[src/rtl/bcns_pkg.sv]
// bcns_pkg: types and pattern constants for the beep code and number sequencer
// no dependencies
`timescale 1ns / 1ps
package bcns_pkg;

  typedef enum logic [1:0] {
    K_TICK = 2'd0,
    K_CODE = 2'd1,
    K_ALT  = 2'd2,
    K_STOP = 2'd3
  } kind_t;

  typedef enum logic [1:0] {
    PH_IDLE     = 2'd0,
    PH_ENC_CODE = 2'd1,
    PH_ENC_ALT  = 2'd2,
    PH_PLAY     = 2'd3
  } phase_t;

  typedef enum logic [3:0] {
    C_WAIT, C_BCD, C_CHIRP, C_PAUSE, C_TENS, C_GAP_MID, C_UNITS, C_GAP_END,
    C_A2000, C_A500, C_A300, C_DIGIT, C_DGAP, C_END, C_RD, C_CHK
  } ctl_t;

  localparam int DUR_W = 11;
  localparam logic [DUR_W-1:0] D_CHIRP = 11'd30;
  localparam logic [DUR_W-1:0] D_BEEP  = 11'd100;
  localparam logic [DUR_W-1:0] D_BGAP  = 11'd200;
  localparam logic [DUR_W-1:0] D_DGAP  = 11'd300;
  localparam logic [DUR_W-1:0] D_DIG   = 11'd400;
  localparam logic [DUR_W-1:0] D_LONG  = 11'd500;
  localparam logic [DUR_W-1:0] D_LEAD  = 11'd2000;
  localparam logic [5:0] CHIRP_LAST = 6'd19;
  localparam logic [4:0] ZERO_BEEPS = 5'd10;
  localparam int BCD_DIGITS = 8;
  localparam logic [4:0] BIN_LAST = 5'd23;

endpackage

[src/rtl/beep_code_and_number_sequencer_core.sv]
// beep_code_and_number_sequencer_core: buzzer pattern encoder and player
// step store memory with registered read; uses bcns_pkg
//
// usage: one request channel (req_valid/req_ready) carries kind, status_code,
// repeat_total and altitude; one result channel (res_valid/res_ready) returns
// tone and busy_res for every accepted request.
// ticks while idle, playing ticks with time left, play and stop requests
// give their result in the cycle after acceptance.
// the first tick after a play request encodes the pattern into the step
// store, one step per cycle; for an altitude, binary to decimal conversion
// comes first and up to 124 steps follow. then playback starts.
// a tick that ends a step reads the store: each step looked at passes a read
// state and a check state, and at most four end marks are looked at per tick.
// one request is worked on at a time; req_ready is high only while the
// engine waits and the result register is free or being taken.
// a stalled receiver holds the result and blocks new requests.
// reset is synchronous: playback idle, internal tone level off, tone output and store contents undefined.
`timescale 1ns / 1ps
module beep_code_and_number_sequencer_core #(
  parameter int STEP_DEPTH = 128,
  parameter int MAX_DIGITS = 6
) (
  input  logic        clk,
  input  logic        rst,
  input  logic        req_valid,
  output logic        req_ready,
  input  logic [1:0]  kind,
  input  logic [7:0]  status_code,
  input  logic [7:0]  repeat_total,
  input  logic signed [23:0] altitude,
  output logic        res_valid,
  input  logic        res_ready,
  output logic        tone,
  output logic        busy_res
);
  import bcns_pkg::*;

  localparam int AW = $clog2(STEP_DEPTH);
  localparam int CW = $clog2(STEP_DEPTH + 1);
  localparam logic [CW-1:0] DEPTH_C = CW'(STEP_DEPTH);
  localparam logic [CW-1:0] DEPTH_M1 = CW'(STEP_DEPTH - 1);

  logic [11:0] mem [STEP_DEPTH];
  logic [11:0] rd_data;

  ctl_t ctl, ctl_next;
  phase_t phase;
  logic tone_level;
  logic [CW-1:0] count, ptr, restart;
  logic [7:0] pass_limit, passes_done, held_code;
  logic [23:0] held_alt, bin;
  logic [DUR_W-1:0] ms_left;
  logic [4*BCD_DIGITS-1:0] bcd;
  logic [4:0] bcnt;
  logic [5:0] sidx;
  logic [2:0] dig_i;
  logic [1:0] iter;

  logic accept;
  logic put_en, put_end, put_ok;
  logic [11:0] put_word;
  logic [15:0] prod;
  logic [4:0] tens, units, beep_cnt, dcnt;
  logic [7:0] units8;
  logic [3:0] dsel;
  logic beep_last;
  logic [2:0] top;
  logic [23:0] mag;
  logic [4*BCD_DIGITS-1:0] bcd_adj;
  logic [DUR_W-1:0] ms_dec;
  logic [7:0] pd_inc;
  logic pass_more;

  assign req_ready = (ctl == C_WAIT) && (!res_valid || res_ready);
  assign accept = req_valid && req_ready;

  assign prod = 16'(held_code) * 16'd205;
  assign tens = (prod[15:11] == 5'd0) ? 5'd1 : prod[15:11];
  assign units8 = held_code - ({3'b0, prod[15:11]} * 8'd10);
  assign units = (units8[3:0] == 4'd0) ? 5'd1 : {1'b0, units8[3:0]};
  assign dsel = bcd[dig_i*4 +: 4];
  assign dcnt = (dsel == 4'd0) ? ZERO_BEEPS : {1'b0, dsel};
  assign mag = held_alt[23] ? 24'(-held_alt) : held_alt;
  assign ms_dec = (ms_left == '0) ? '0 : ms_left - 1'b1;
  assign pd_inc = passes_done + 8'd1;
  assign pass_more = (pass_limit == 8'd0) || (pd_inc < pass_limit);

  always_comb begin
    beep_cnt = (ctl == C_TENS) ? tens : (ctl == C_UNITS) ? units : dcnt;
    beep_last = (sidx == ({beep_cnt, 1'b0} - 6'd2));
    top = 3'd0;
    for (int k = 0; k < BCD_DIGITS; k++) begin
      if (bcd[k*4 +: 4] != 4'd0) top = 3'(k);
    end
    if (int'(top) > MAX_DIGITS - 1) top = 3'(MAX_DIGITS - 1);
    for (int k = 0; k < BCD_DIGITS; k++) begin
      bcd_adj[k*4 +: 4] = (bcd[k*4 +: 4] >= 4'd5) ? bcd[k*4 +: 4] + 4'd3 : bcd[k*4 +: 4];
    end
  end

  always_comb begin
    ctl_next = ctl;
    put_en = 1'b0;
    put_end = 1'b0;
    put_word = 12'd0;
    case (ctl)
      C_WAIT: begin
        if (accept && kind == K_TICK) begin
          case (phase)
            PH_ENC_CODE: ctl_next = C_CHIRP;
            PH_ENC_ALT:  ctl_next = C_BCD;
            PH_PLAY:     if (ms_dec == '0) ctl_next = C_RD;
            default:     ctl_next = C_WAIT;
          endcase
        end
      end
      C_BCD: if (bcnt == BIN_LAST) ctl_next = C_A2000;
      C_CHIRP: begin
        put_en = 1'b1;
        put_word = {~sidx[0], D_CHIRP};
        if (sidx == CHIRP_LAST) ctl_next = C_PAUSE;
      end
      C_PAUSE: begin
        put_en = 1'b1;
        put_word = {1'b0, D_LONG};
        ctl_next = C_TENS;
      end
      C_TENS, C_UNITS, C_DIGIT: begin
        put_en = 1'b1;
        put_word = sidx[0] ? {1'b0, D_BGAP} : {1'b1, D_BEEP};
        if (beep_last) begin
          ctl_next = (ctl == C_TENS) ? C_GAP_MID : (ctl == C_UNITS) ? C_GAP_END : C_DGAP;
        end
      end
      C_GAP_MID: begin
        put_en = 1'b1;
        put_word = {1'b0, D_DGAP};
        ctl_next = C_UNITS;
      end
      C_GAP_END: begin
        put_en = 1'b1;
        put_word = {1'b0, D_LONG};
        ctl_next = C_END;
      end
      C_A2000: begin
        put_en = 1'b1;
        put_word = {1'b0, D_LEAD};
        ctl_next = C_A500;
      end
      C_A500: begin
        put_en = 1'b1;
        put_word = {1'b1, D_LONG};
        ctl_next = C_A300;
      end
      C_A300: begin
        put_en = 1'b1;
        put_word = {1'b0, D_DGAP};
        ctl_next = C_DIGIT;
      end
      C_DGAP: begin
        put_en = 1'b1;
        put_word = {1'b0, D_DIG};
        ctl_next = (dig_i == 3'd0) ? C_END : C_DIGIT;
      end
      C_END: begin
        put_en = 1'b1;
        put_end = 1'b1;
        ctl_next = C_RD;
      end
      C_RD: ctl_next = (ptr >= count) ? C_WAIT : C_CHK;
      C_CHK: begin
        if (rd_data[DUR_W-1:0] == '0 && pass_more && iter != 2'd3) ctl_next = C_RD;
        else ctl_next = C_WAIT;
      end
      default: ctl_next = C_WAIT;
    endcase
    put_ok = put_en && (put_end ? (count < DEPTH_C) : (count < DEPTH_M1));
  end

  always_ff @(posedge clk) begin
    if (rst) ctl <= C_WAIT;
    else ctl <= ctl_next;
  end

  // step store
  always_ff @(posedge clk) begin
    if (put_ok) mem[count[AW-1:0]] <= put_word;
    rd_data <= mem[ptr[AW-1:0]];
  end

  always_ff @(posedge clk) begin
    if (rst) begin
      phase <= PH_IDLE;
      tone_level <= 1'b0;
      count <= '0;
      ptr <= '0;
      restart <= '0;
      pass_limit <= 8'd0;
      passes_done <= 8'd0;
      ms_left <= '0;
      held_code <= 8'd0;
      held_alt <= 24'd0;
      res_valid <= 1'b0;
      iter <= 2'd0;
    end else begin
      if (res_valid && res_ready) res_valid <= 1'b0;
      if (put_ok) count <= count + 1'b1;
      if (ctl_next != ctl) sidx <= 6'd0;
      else if (put_en) sidx <= sidx + 6'd1;
      case (ctl)
        C_WAIT: begin
          if (accept) begin
            case (kind_t'(kind))
              K_TICK: begin
                iter <= 2'd0;
                case (phase)
                  PH_ENC_CODE, PH_ENC_ALT: begin
                    count <= '0;
                    passes_done <= 8'd0;
                    ptr <= '0;
                    ms_left <= '0;
                    bin <= mag;
                    bcd <= '0;
                    bcnt <= 5'd0;
                    if (phase == PH_ENC_ALT) pass_limit <= 8'd0;
                  end
                  PH_PLAY: begin
                    ms_left <= ms_dec;
                    if (ms_dec != '0) begin
                      res_valid <= 1'b1;
                      tone <= tone_level;
                      busy_res <= 1'b1;
                    end
                  end
                  default: begin
                    res_valid <= 1'b1;
                    tone <= tone_level;
                    busy_res <= 1'b0;
                  end
                endcase
              end
              K_CODE: begin
                tone_level <= 1'b0;
                held_code <= status_code;
                pass_limit <= repeat_total;
                passes_done <= 8'd0;
                ptr <= '0;
                ms_left <= '0;
                phase <= PH_ENC_CODE;
                res_valid <= 1'b1;
                tone <= 1'b0;
                busy_res <= 1'b1;
              end
              K_ALT: begin
                tone_level <= 1'b0;
                held_alt <= altitude;
                ptr <= '0;
                ms_left <= '0;
                phase <= PH_ENC_ALT;
                res_valid <= 1'b1;
                tone <= 1'b0;
                busy_res <= 1'b1;
              end
              default: begin
                tone_level <= 1'b0;
                phase <= PH_IDLE;
                res_valid <= 1'b1;
                tone <= 1'b0;
                busy_res <= 1'b0;
              end
            endcase
          end
        end
        C_BCD: begin
          bcd <= {bcd_adj[4*BCD_DIGITS-2:0], bin[23]};
          bin <= {bin[22:0], 1'b0};
          bcnt <= bcnt + 5'd1;
        end
        C_PAUSE: restart <= put_ok ? count + 1'b1 : count;
        C_A2000: restart <= '0;
        C_A300: dig_i <= top;
        C_DGAP: if (dig_i != 3'd0) dig_i <= dig_i - 3'd1;
        C_END: begin
          phase <= PH_PLAY;
          ptr <= '0;
          iter <= 2'd0;
        end
        C_RD: begin
          if (ptr >= count) begin
            phase <= PH_IDLE;
            tone_level <= 1'b0;
            res_valid <= 1'b1;
            tone <= 1'b0;
            busy_res <= 1'b0;
          end
        end
        C_CHK: begin
          if (rd_data[DUR_W-1:0] == '0) begin
            passes_done <= pd_inc;
            if (pass_more) begin
              ptr <= restart;
              iter <= iter + 2'd1;
              if (iter == 2'd3) begin
                res_valid <= 1'b1;
                tone <= tone_level;
                busy_res <= 1'b1;
              end
            end else begin
              phase <= PH_IDLE;
              tone_level <= 1'b0;
              res_valid <= 1'b1;
              tone <= 1'b0;
              busy_res <= 1'b0;
            end
          end else begin
            tone_level <= rd_data[11];
            ms_left <= rd_data[DUR_W-1:0];
            ptr <= ptr + 1'b1;
            res_valid <= 1'b1;
            tone <= rd_data[11];
            busy_res <= 1'b1;
          end
        end
        default: ;
      endcase
    end
  end

  // held_alt is captured for the pattern; magnitude is taken at the encode tick
  logic alt_match;
  assign alt_match = (held_alt == altitude);

  a_count_range: assert property (@(posedge clk) disable iff (rst) count <= DEPTH_C)
    else $error("step count beyond store depth");
  a_ptr_range: assert property (@(posedge clk) disable iff (rst)
    (phase == PH_PLAY) |-> (ptr <= count))
    else $error("step pointer beyond stored steps");
  a_chk_after_rd: assert property (@(posedge clk) disable iff (rst)
    (ctl == C_CHK) |-> ($past(ctl) == C_RD))
    else $error("store check without read");
  a_rest_free: assert property (@(posedge clk) disable iff (rst)
    (ctl != C_WAIT && ctl != C_RD && ctl != C_CHK && ctl != C_BCD) |-> put_en)
    else $error("encode state without store write");
  a_alt_held: assert property (@(posedge clk) disable iff (rst)
    (accept && kind == K_ALT) |=> (alt_match || !$stable(altitude)))
    else $error("altitude request not held");

endmodule
[config.mk]
export PLATFORM = sky130hd
export DESIGN_NAME = beep_code_and_number_sequencer_core
export DESIGN_NICKNAME = d
export VERILOG_FILES = /design/src/rtl/bcns_pkg.sv /design/src/rtl/beep_code_and_number_sequencer_core.sv
export SDC_FILE = /design/constraint.sdc
export NUM_CORES = 2
export LEC_CHECK = 0
export ABC_CLOCK_PERIOD_IN_PS = 10570
export BUFFER_PORTS_ARGS = -buffer_cell sky130_fd_sc_hd__buf_4
export CORE_MARGIN = 3
export CORE_UTILIZATION = 38
export CTS_CLUSTER_SIZE = 8
export DETAILED_ROUTE_END_ITERATION = 8
export PLACE_DENSITY_LB_ADDON = 0.25
export REMOVE_ABC_BUFFERS = 1
export SYNTH_ARGS = -nofsm -noshare
export SYNTH_HDL_FRONTEND = slang
export SYNTH_SLANG_ARGS = --single-unit
[constraint.sdc]
create_clock -name clk -period 10.57 [get_ports clk]
set_input_delay 2.114 -clock clk [delete_from_list [all_inputs] [get_ports clk]]
set_output_delay 2.114 -clock clk [all_outputs]
set_load 0.05 [all_outputs]
==> impl_results.md <==
* Pins Over Slew Limit at 0
* Clk_lat worst skew at about 810 ps
* VDD IR-drop max at about 0.23 mV
* Share of cells above drive strength 1 at between 20% and 30%
* Average wire per standard cell at approximately 26 µm
* Slowest library cell on the worst path: fa_1
* Post-DP HPWL at 87800 µm
* Post-synth ARST share at 0%
* Top Ports at 50
* Drt drc at 0
* Vias/cell at 5.52
* Setup violators final at 0
* Clock skew at between 30 and 40 ps
* Top post-synthesis cells by area: edfxtp_1 (67%), mux4_2 (16%), dfxtp_1 (3.4%), ha_1 (1.9%), nor2_1 (1.8%)
* Antenna Nets Post-Route at 0
* Htree depth at 4
* Reg power frac at 48.1%
* Max cap viols at 0
* Pin count of the biggest net entering global routing at between 100 and 150
* Worst Setup End Kind: flop
* Die area at 0.165 mm²
* Placer Congestion at 0.824
* Hold path depth at 2
* Yosys top cell by area: edfxtp_1
* Comb pwr share at between 10 and 15%
* First-pass DRT Iterations at 8
* Starting density of the core at a little under two fifths
* Post-CTS Hold Buffers at 0
* Top cell type's share of synthesized area at around 67%
* Top sig layer: met4
* Slew margin rel. at between 15 and 20%
* Post-synth EDFFs at around 1.4k
* Outcome: finished, final reports clean
* # fillers at ~14k
* HP Start: held_alt[0]
* Switching power at about 0.0041 W
* Leading cell type in the layout, fill and taps excluded: edfxtp_1
* Fmax at 0.132 GHz
* CTS tree: built
* First-pass GRT wire length at about 220000 µm
* Num CTS Buffers at ~200
* #FFs+latches synth at approximately 1.5k
* P per Cell Area at 222 mW/mm²
* Clock power share at roughly 38%
* Leakage power at approximately 22 nW
* Post-synthesis cell area at between 0.06 and 0.07 mm²
* Prevailing post-synth register cell: edfxtp_1
* Worst Path Required at between 10000 and 15000 ps
* Clk sinks at 1455
* Most frequent cells in the layout: edfxtp_1 (1352), mux4_2 (428), nor2_1 (287)
* Synth Warn # at 0
* Critical path type: flop to flop
* Final core utilization at 43.7%
* FF-to-FF setup slack at roughly 3000 ps
* FP Rows at between 100 and 150
* Port bufs at just under 50
* Initial antenna violation count at 6
* DR iter-0 viols at roughly 2.8k
* Sw frac at roughly 27%
* Total wire length at between 100000 and 150000 µm
* Final min period at 7590 ps
* GR Overflow Total at 0
* Area of the multi-input gates at around 0.017 mm²
* Met2 WL at around 72000 µm
* CP peak stage delay at 500 ps
* Antenna Cells at 0
* Int Pwr at around 0.011 W
* Total track usage at 18.0%
* Post-CTS setup buffers at 0
* Mean Syn Cell Area at approximately 18 µm²
* Area grow syn2layout at 14.3%
* Met3 wire length at approximately 7700 µm
* Post-Place Cell Area at 0.0637 mm²
* Least-Margin Pin Slew at 1230 ps
* CP max FO at 9
* RSZ-0062 raised after global routing: false
* Register area share after synthesis at between 70% and 80%
* Mapped Cells at 3342
* Via count at 31.2k
* Register Area at between 0.04 and 0.05 mm²
* Max Root-Sink Buffers at 3
* Clock root buffer: clkbuf_16
* Post-synth cell types at roughly 80
* Post-cts resize count at 0
* Worst R2R Path Depth at 26
* RR Startpoint: held_code[2]
* Number of global-route vias before repair at about 32k
* CP arrival at just over 8000 ps
* Final #Nets at 3651
* Fin area at 0.0693 mm²
* Critical path startpoint: held_code[2]
* Die Width at between 400 and 500 µm
* Clk slew on worst S/H paths at ~50 ps
* Worst r2r dst: sidx[5]
* End of the worst hold path: held_alt[0]
* Core Footprint at 0.159 mm²
* Tcrit/Tclk final at between 70% and 80%
* Hold Crit Class: flop to flop
* Die H at approximately 400 µm
* Crit path launch type: flop
* Hold Fails Final Rpt at 0
* Met1 wire length at around 64000 µm
-- worst max path at each step --
stage | endpoint | slack, ps
2_1_floorplan | sidx[0] | -5430
3_3_place_gp | sidx[1] | 3080
3_5_place_dp | sidx[5] | 3070
4_1_cts | sidx[5] | 3030
5_1_grt | sidx[5] | 2470
6_report | sidx[5] | 2980
-- state kept, by name (all words and copies together) (netlist names), 10 cells and up --
| register | count |
|---|---|
| mem | 1280 |
| bcd | 32 |
| bin | 24 |
| held_alt | 24 |
| ms_left | 11 |
| rd_data | 10 |
-- synthesized netlist by cell type (all sizes together), types with 4 or more instances --
master and instances:
fa 12, a21oi 110, nand2b 20, a22oi 18
a311oi 5, and3 10, nor2b 9, nor3b 7
nor2 289, or2 7, clkbuf 117, a41oi 4
nor4 10, a211o 4, dfxtp 103, or4 4
a31oi 9, xor2 40, nand2 201, mux2i 10
o31a 4, o211ai 8, inv 82, a21o 8
and2 6, or4b 5, edfxtp 1352, or3 11
xnor2 30, nor3 38, nand3 41, o31ai 6
nand3b 9, buf 52, mux4 428, nand4 11
mux2 13, ha 93, o2111ai 7, a211oi 17
o21ai 87
-- final cells by class --
class                      count  share of cell area, %
clock inverter                13                  0.282
inverter                      85                  0.460
tap                         2072                   3.74
sequential                  1455                   61.6
timing repair buffer         124                   1.40
clock buffer                 276                   7.84
multi-input combinational   1633                   24.7
-- worst max-delay path, delay by kind of cell (launching register included) --
family	cells	cell delay, ps
compound gates	7	2010
fa+ha+maj	8	2890
buf+inv	4	340
xor+xnor	4	910
simple gates	3	680
flops	1	490
-- cell families after synthesis --
group	count (synthesis)	synth area share (%)
flip-flops	1455	70.3
AND/OR/NAND/NOR	684	5.01
multiplexers	451	16.3
AO/OA/AOI/OAI	321	3.40
buffers and inverters	254	1.61
adder cells (fa/ha/maj)	105	2.31
XOR/XNOR	72	1.08
-- power groups by stage --
stage                     sequential, W  clock [W]  combinational (W)
after floorplan                 0.00769          0            0.00118
after global placement          0.00752          0            0.00215
after detailed placement        0.00753          0            0.00220
after CTS                       0.00742    0.00596            0.00220
after global routing            0.00744    0.00623            0.00238
final                           0.00742    0.00583            0.00217
-- metal layers --
layer / track usage [%] / vias up
met2: 29.2 / 906
met5: 0 / -
li1: - / 13699
met4: 5.03 / 0
met1: 25.3 / 16392
met3: 2.98 / 213
-- per-stage QoR --
| step | setup TNS [ps] | setup slack [ps] | total power [W] | hold WS [ps] | std cells |
|---|---|---|---|---|---|
| after CTS | 0 | 3030 | 0.0156 | 474 | 5658 |
| final | 0 | 2980 | 0.0154 | 475 | 5658 |
| after floorplan | -184990 | -5430 | 0.00887 | 426 | 3173 |
| after global placement | 0 | 3080 | 0.00967 | 459 | 5369 |
| after detailed placement | 0 | 3070 | 0.00973 | 467 | 5369 |
| after global routing | 0 | 2470 | 0.0160 | 508 | 5658 |
(Power assumes the default switching activity.)
